--- src/rtl/core/mpe_pkg.sv ---
// shared types, constants and helpers for the polynomial evaluator
`default_nettype none

package mpe_pkg;

    localparam int unsigned DATA_W    = 32;
    localparam int unsigned POWER_W   = 4;
    localparam int unsigned MAX_POWER = 15;
    localparam int unsigned CFG_IDX_W = 2;

    // register indexes of the configuration port
    localparam logic [CFG_IDX_W-1:0] REG_POINT_X = 2'd0;
    localparam logic [CFG_IDX_W-1:0] REG_POINT_Y = 2'd1;
    localparam logic [CFG_IDX_W-1:0] REG_POINT_Z = 2'd2;

    typedef struct packed {
        logic signed [DATA_W-1:0]  term_coef;
        logic        [POWER_W-1:0] x_power;
        logic        [POWER_W-1:0] y_power;
        logic        [POWER_W-1:0] z_power;
        logic                      last_term;
    } mpe_in_t;

    typedef struct packed {
        logic signed [DATA_W-1:0] running_sum;
        logic                     sum_final;
    } mpe_out_t;

    // request to the term unit
    typedef struct packed {
        logic [DATA_W-1:0]  coef;
        logic [POWER_W-1:0] x_pow;
        logic [POWER_W-1:0] y_pow;
        logic [POWER_W-1:0] z_pow;
    } mpe_term_req_t;

    // status back from the term unit
    typedef struct packed {
        logic busy;
        logic done;
    } mpe_term_stat_t;

    // exponents above the limit count as the limit
    function automatic logic [POWER_W-1:0] sat_power(input logic [POWER_W-1:0] p);
        logic [POWER_W-1:0] r;
        r = p;
        if (int'(p) > MAX_POWER)
        begin
            r = POWER_W'(MAX_POWER);
        end
        return r;
    endfunction

endpackage

`default_nettype wire

--- src/rtl/core/multivariate_poly_evaluate.sv ---
// top level: sparse three-variable polynomial evaluator
`default_nettype none

// Evaluates a sparse polynomial in x, y and z at the point held in registers
// point_x (index 0), point_y (index 1) and point_z (index 2); writes to other
// indexes are dropped. Each input request is one term: signed coefficient,
// three 4-bit exponents and a last-term flag. The term value
// coef * x^a * y^b * z^c is built on a single 32x32 multiplier that applies
// one factor per cycle, then added to the accumulator; every term gives one
// output request carrying the running sum and a copy of the flag. After the
// last term the accumulator clears, so the next term starts a new polynomial.
// All arithmetic wraps modulo 2^32. in_stall stays high while a term is in
// flight, until its sum is written to the output register, so the block
// takes no new term before it is through with the last. A finished result
// that the consumer stalls is held in the output register and the block
// waits for the register to free before writing the next sum. Change the
// point only while no term is in flight.

module multivariate_poly_evaluate (
    input  wire logic                             clk,
    input  wire logic                             rst_n,
    input  wire logic                             in_valid,
    output logic                                  in_stall,
    input  wire mpe_pkg::mpe_in_t                 in_data,
    output logic                                  out_valid,
    input  wire logic                             out_stall,
    output mpe_pkg::mpe_out_t                     out_data,
    input  wire logic                             cfg_we,
    input  wire logic [mpe_pkg::CFG_IDX_W-1:0]    cfg_index,
    input  wire logic [mpe_pkg::DATA_W-1:0]       cfg_data
);

    // sequencer states
    localparam logic [1:0] ST_IDLE = 2'd0;   // ready for a term
    localparam logic [1:0] ST_CALC = 2'd1;   // term unit multiplying
    localparam logic [1:0] ST_HOLD = 2'd2;   // term ready, output busy

    logic [1:0]                   state_reg, state_next;
    logic [mpe_pkg::DATA_W-1:0]   point_x_reg, point_y_reg, point_z_reg;
    logic [mpe_pkg::DATA_W-1:0]   acc_reg, acc_next;
    logic                         last_reg, last_next;
    logic                         out_valid_reg, out_valid_next;
    mpe_pkg::mpe_out_t            out_data_reg, out_data_next;

    logic                         in_take;
    logic                         out_free;
    logic                         emit;
    logic [mpe_pkg::DATA_W-1:0]   sum;
    logic [mpe_pkg::DATA_W-1:0]   term;
    mpe_pkg::mpe_term_req_t       term_req;
    mpe_pkg::mpe_term_stat_t      term_stat;

    assign in_stall = (state_reg != ST_IDLE);
    assign in_take  = in_valid && !in_stall;
    assign out_free = !out_valid_reg || !out_stall;

    // configuration registers: the point
    always_ff @(posedge clk or negedge rst_n)
    begin
        if (!rst_n)
        begin
            point_x_reg <= '0;
            point_y_reg <= '0;
            point_z_reg <= '0;
        end
        else if (cfg_we)
        begin
            unique case (cfg_index)
                mpe_pkg::REG_POINT_X: point_x_reg <= cfg_data;
                mpe_pkg::REG_POINT_Y: point_y_reg <= cfg_data;
                mpe_pkg::REG_POINT_Z: point_z_reg <= cfg_data;
                default: ;
            endcase
        end
    end

    // hand the term to the multiplier loop
    assign term_req.coef  = in_data.term_coef;
    assign term_req.x_pow = in_data.x_power;
    assign term_req.y_pow = in_data.y_power;
    assign term_req.z_pow = in_data.z_power;

    mpe_term_unit u_term (
        .clk     (clk),
        .rst_n   (rst_n),
        .start   (in_take),
        .req     (term_req),
        .point_x (point_x_reg),
        .point_y (point_y_reg),
        .point_z (point_z_reg),
        .stat    (term_stat),
        .term    (term)
    );

    // term value stays in the unit until the next start, so hold can reuse it
    assign sum = acc_reg + term;

    always_comb
    begin
        state_next = state_reg;
        emit       = 1'b0;
        unique case (state_reg)
            ST_IDLE:
            begin
                if (in_take)
                begin
                    state_next = ST_CALC;
                end
            end
            ST_CALC:
            begin
                if (term_stat.done)
                begin
                    if (out_free)
                    begin
                        emit       = 1'b1;
                        state_next = ST_IDLE;
                    end
                    else
                    begin
                        state_next = ST_HOLD;
                    end
                end
            end
            ST_HOLD:
            begin
                if (out_free)
                begin
                    emit       = 1'b1;
                    state_next = ST_IDLE;
                end
            end
            default:
            begin
                state_next = ST_IDLE;
            end
        endcase
    end

    // accumulator, output register
    always_comb
    begin
        last_next      = last_reg;
        acc_next       = acc_reg;
        out_data_next  = out_data_reg;
        out_valid_next = out_valid_reg;
        if (in_take)
        begin
            last_next = in_data.last_term;
        end
        if (out_valid_reg && !out_stall)
        begin
            out_valid_next = 1'b0;
        end
        if (emit)
        begin
            out_valid_next            = 1'b1;
            out_data_next.running_sum = sum;
            out_data_next.sum_final   = last_reg;
            // polynomial complete: start the next one from zero
            acc_next = last_reg ? '0 : sum;
        end
    end

    always_ff @(posedge clk or negedge rst_n)
    begin
        if (!rst_n)
        begin
            state_reg     <= ST_IDLE;
            acc_reg       <= '0;
            out_valid_reg <= 1'b0;
        end
        else
        begin
            state_reg     <= state_next;
            acc_reg       <= acc_next;
            out_valid_reg <= out_valid_next;
        end
    end

    always_ff @(posedge clk)
    begin
        last_reg     <= last_next;
        out_data_reg <= out_data_next;
    end

    assign out_valid = out_valid_reg;
    assign out_data  = out_data_reg;

    // multiplier loop only runs while the sequencer waits on it
    a_busy_in_calc: assert property (@(posedge clk) disable iff (!rst_n)
        term_stat.busy |-> (state_reg == ST_CALC))
        else $error("term unit busy outside calc state");

    // an accepted term starts the loop on the next cycle
    a_take_starts: assert property (@(posedge clk) disable iff (!rst_n)
        in_take |=> (term_stat.busy && state_reg == ST_CALC))
        else $error("accepted term did not start the term unit");

    // after the final term is written out the accumulator is clear
    a_final_clears: assert property (@(posedge clk) disable iff (!rst_n)
        (emit && last_reg) |=> (acc_reg == '0 && out_data_reg.sum_final))
        else $error("accumulator not cleared after last term");

    // a result is only written into a free output register
    a_no_overwrite: assert property (@(posedge clk) disable iff (!rst_n)
        emit |-> out_free)
        else $error("result written over a pending output");

endmodule

`default_nettype wire

--- src/rtl/core/mpe_term_unit.sv ---
// term unit: coef * x^a * y^b * z^c on one shared multiplier
`default_nettype none

module mpe_term_unit (
    input  wire logic                          clk,
    input  wire logic                          rst_n,
    input  wire logic                          start,
    input  wire mpe_pkg::mpe_term_req_t        req,
    input  wire logic [mpe_pkg::DATA_W-1:0]    point_x,
    input  wire logic [mpe_pkg::DATA_W-1:0]    point_y,
    input  wire logic [mpe_pkg::DATA_W-1:0]    point_z,
    output mpe_pkg::mpe_term_stat_t            stat,
    output logic [mpe_pkg::DATA_W-1:0]         term
);

    logic                          run_reg, run_next;
    logic                          done_reg, done_next;
    logic [mpe_pkg::DATA_W-1:0]    prod_reg, prod_next;
    logic [mpe_pkg::POWER_W-1:0]   xr_reg, xr_next;
    logic [mpe_pkg::POWER_W-1:0]   yr_reg, yr_next;
    logic [mpe_pkg::POWER_W-1:0]   zr_reg, zr_next;
    logic [mpe_pkg::DATA_W-1:0]    base;
    logic [mpe_pkg::DATA_W-1:0]    mul_out;

    // pick the variable still owing a factor
    always_comb
    begin
        priority if (xr_reg != '0)
        begin
            base = point_x;
        end
        else if (yr_reg != '0)
        begin
            base = point_y;
        end
        else
        begin
            base = point_z;
        end
    end

    // the one multiplier, low word only
    assign mul_out = prod_reg * base;

    always_comb
    begin
        run_next  = run_reg;
        done_next = 1'b0;
        prod_next = prod_reg;
        xr_next   = xr_reg;
        yr_next   = yr_reg;
        zr_next   = zr_reg;
        if (start)
        begin
            run_next  = 1'b1;
            prod_next = req.coef;
            xr_next   = mpe_pkg::sat_power(req.x_pow);
            yr_next   = mpe_pkg::sat_power(req.y_pow);
            zr_next   = mpe_pkg::sat_power(req.z_pow);
        end
        else if (run_reg)
        begin
            priority if (xr_reg != '0)
            begin
                prod_next = mul_out;
                xr_next   = xr_reg - mpe_pkg::POWER_W'(1);
            end
            else if (yr_reg != '0)
            begin
                prod_next = mul_out;
                yr_next   = yr_reg - mpe_pkg::POWER_W'(1);
            end
            else if (zr_reg != '0)
            begin
                prod_next = mul_out;
                zr_next   = zr_reg - mpe_pkg::POWER_W'(1);
            end
            else
            begin
                run_next  = 1'b0;
                done_next = 1'b1;
            end
        end
    end

    always_ff @(posedge clk or negedge rst_n)
    begin
        if (!rst_n)
        begin
            run_reg  <= 1'b0;
            done_reg <= 1'b0;
            xr_reg   <= '0;
            yr_reg   <= '0;
            zr_reg   <= '0;
        end
        else
        begin
            run_reg  <= run_next;
            done_reg <= done_next;
            xr_reg   <= xr_next;
            yr_reg   <= yr_next;
            zr_reg   <= zr_next;
        end
    end

    always_ff @(posedge clk)
    begin
        prod_reg <= prod_next;
    end

    assign stat.busy = run_reg;
    assign stat.done = done_reg;
    assign term      = prod_reg;

endmodule

`default_nettype wire

--- config.mk ---
export PLATFORM = sky130hd
export DESIGN_NAME = multivariate_poly_evaluate
export DESIGN_NICKNAME = d
export VERILOG_FILES = /design/src/rtl/core/mpe_pkg.sv /design/src/rtl/core/multivariate_poly_evaluate.sv /design/src/rtl/core/mpe_term_unit.sv
export SDC_FILE = /design/constraint.sdc
export NUM_CORES = 2
export LEC_CHECK = 0
export BUFFER_PORTS_ARGS = -buffer_cell sky130_fd_sc_hd__buf_4
export CAP_MARGIN = 20
export CORE_AREA = 2 2 197 392
export CTS_BUF_LIST = sky130_fd_sc_hd__clkbuf_8
export DETAILED_ROUTE_END_ITERATION = 6
export DIE_AREA = 0 0 199 394
export PLACE_DENSITY = 0.54
export RECOVER_POWER = 100
export SETUP_SLACK_MARGIN = 0.4
export SLEW_MARGIN = 20
export SYNTH_ARGS = -nofsm -noshare
export SYNTH_HDL_FRONTEND = slang
export SYNTH_SLANG_ARGS = --single-unit
export TNS_END_PERCENT = 5
--- constraint.sdc ---
create_clock -name clk -period 10.8 [get_ports clk]
set_clock_uncertainty 0.05 [all_clocks]
set_input_delay 1.08 -clock clk [delete_from_list [all_inputs] [get_ports clk]]
set_output_delay 1.08 -clock clk [all_outputs]
set_load 0.1 [all_outputs]
==> results.ini <==
[global_routing]
grt_max_degree = 74
grt_pass1_vias = 21800
grtUsageTotal_pct = 22.1
gr-total-overflow = 0
grt_antenna_before_repair = 4
grt_pass1_wl_um = 129000

[clock_network]
cts_made_buffers = 39
cts_tree = yes
clkLatencyLatePin_ps = 610
root_buffer = clkbuf_8
ctsHtreeMaxLevel = 2
post_cts_buffers = 0
cts_resized = 0
clkTransAtPathRegs_ps = 60
clk_path_buf_depth = 3
hold_buffers = 0
cts.sink_count = 211

[routing]
drc_errors = 0
routed_via_density = 5.11
routed_wl_um = 83900
vias = 19100
drtIter0Drc = 812
detail_route.first_pass.iterations = 5
routedWlPerCell_um = 22.4
ant_nets = 0

[sta]
setup_viol = 0
finalMaxSlewViolations = 442
hold_viol = 0
slew_headroom_pct = -181
setup_tns_ps = 0
rsz0062_at_grt = no
fmax_mhz = 98.6
timing.final.crit_share_pct = 93.9
fin_crit_ps = 10140
worst_slew_pin_slew_ps = 4210

[floorplan]
num_rows = 143
die_w_um = 199
core_area_um2 = 75700
die-area_um2 = 78400
initial_core_util_pct = 34.5
ioPinCount = 119
dieHeight_um = 394

[final_layout]
largest_register_ffs = 33
drive_gt1_share_pct = 11.2
final_nets = 3356
area_growth_pct = 10.4

[synthesis]
synthCells = 2603
synthTopCellsByCount = fa_1 (409), inv_1 (409), and2_1 (302), nand2_1 (294), ha_1 (162)
synthArstFlopShare_pct = 68.7
syn_avg_cell_area_um2 = 10.0
synth_largest_area_cell = fa_1
syn_nets = 3258
synth_edf_count = 66
synth-seq-area-share_pct = 21.5
ys_ff_latch = 211
syn-cell-area_um2 = 26100
ys_types = 70
synth_top_area_share_pct = 31.4
yosysWarningCount = 0
ys.flop_type = dfrtp_1
synthTopCellsByArea = fa_1 (31%), dfrtp_1 (14%), ha_1 (7.8%)

[job]
drv_cap = 11

[placement]
dp_hpwl_um = 65800
port_buffers = 118
gp_congestion = 0.941

[setup_path]
reg2reg_from = u_term.yr_reg[0]
start_kind = register
crit_family = adder cells
crit_start = u_term.yr_reg[0]
worstSetupEndpointType = register
cp_slowest_cell = a31oi_1
path_buf_inv = 6
critPathMaxFanout = 14
worst-endpoint-arrival_ps = 10310
slowest_delay_ps = 1340
critPathKind = register to register
worstPathRequired_ps = 10970

[outcome]
violations = max-capacitance violations, max-slew violations
status = finished with violations

[min_path]
hold_class = register to register
min_from = acc_reg[26]

## layer usage
metal / up-vias / share of wire, % / global-route usage, %
met1: 9920 / 34 / 23.1
met3: 233 / 3.7 / 2.55
met2: 550 / 55 / 41.3
met4: 0 / 7.2 / 14.0
met5: - / 0 / 0
li1: 8410 / - / -
## worst min-delay path, cell delays in order (launching register included)
cell and delay, ps:
dfrtp_1 350, nand2_1 50, o41ai_1 50
## cells by family (layout without fill, tap and decap cells)
group / count (synthesis) / after routing / synth area share [%]
simple gates: 802 / 802 / 15.8
fa+ha+maj: 571 / 571 / 39.1
buf+inv: 531 / 653 / 7.79
compound gates: 286 / 286 / 7.31
flops: 211 / 211 / 21.5
xor+xnor: 101 / 101 / 4.13
mux: 101 / 101 / 4.35
other cells: 0 / 3 / 0
## final timing paths
kind	to	slack, ps	cells after the start
worst max-delay path	u_term.term[29]	660	29
worst max register to register	u_term.term[29]	660	29
min in group asynchronous	point_x_reg[4]	1920	1
worst min-delay path	acc_reg[26]	450	2
worst min register to register	acc_reg[26]	450	2
max in group asynchronous	point_y_reg[18]	3690	2
## metrics by stage
step | worst slack (ps) | utilization (%) | area (um^2) | hold WS (ps) | cells
final | 662 | 38.1 | 28800 | 445 | 3743
after global routing | 470 | 38.1 | 28800 | 466 | 3741
after CTS | 1260 | 38.3 | 29000 | 444 | 3740
after detailed placement | 1280 | 37.4 | 28300 | 425 | 3675
after global placement | 1370 | 37.4 | 28300 | 417 | 3674
after floorplan | 2600 | - | 26100 | 400 | 2603
## cell usage in the layout, fill, tap and decap left out, types with 6 or more instances in the layout
| cell type | count |
|---|---|
| o31ai_1 | 7 |
| edfxtp_1 | 66 |
| o211ai_1 | 7 |
| a211oi_1 | 15 |
| a21o_1 | 30 |
| clkbuf_1 | 51 |
| nand2b_1 | 14 |
| xor2_1 | 20 |
| buf_4 | 126 |
| nor4bb_1 | 9 |
| nor3b_1 | 15 |
| xnor3_1 | 14 |
| o21ai_0 | 54 |
| mux2_2 | 96 |
| a21oi_1 | 80 |
| nand3_1 | 19 |
| o21a_1 | 9 |
| fa_1 | 409 |
| dfrtp_1 | 145 |
| inv_1 | 424 |
| o21bai_1 | 7 |
| clkbuf_8 | 43 |
| nand2_1 | 293 |
| nor4_1 | 6 |
| nor3_1 | 19 |
| a22o_1 | 23 |
| ha_1 | 162 |
| nor2_1 | 87 |
| and2_1 | 299 |
| a211oi_2 | 7 |
| a31oi_1 | 6 |
| a21oi_2 | 9 |
| xnor2_1 | 67 |
## cell type report
type                            count  area, um^2
Timing Repair Buffer              179        1160
Sequential cell                   211        5610
Inverter                          409        1540
Clock inverter                     22         106
Tap cell                         1015        1270
Clock buffer                       43         592
Multi-Input combinational cell   1861       18500
Antenna cell                        3        7.51
Fill cell                        7628       46900
Power is left out: the tool's default activity adds up to more than one toggle a clock period on the data nets, which glitch-free logic cannot reach.
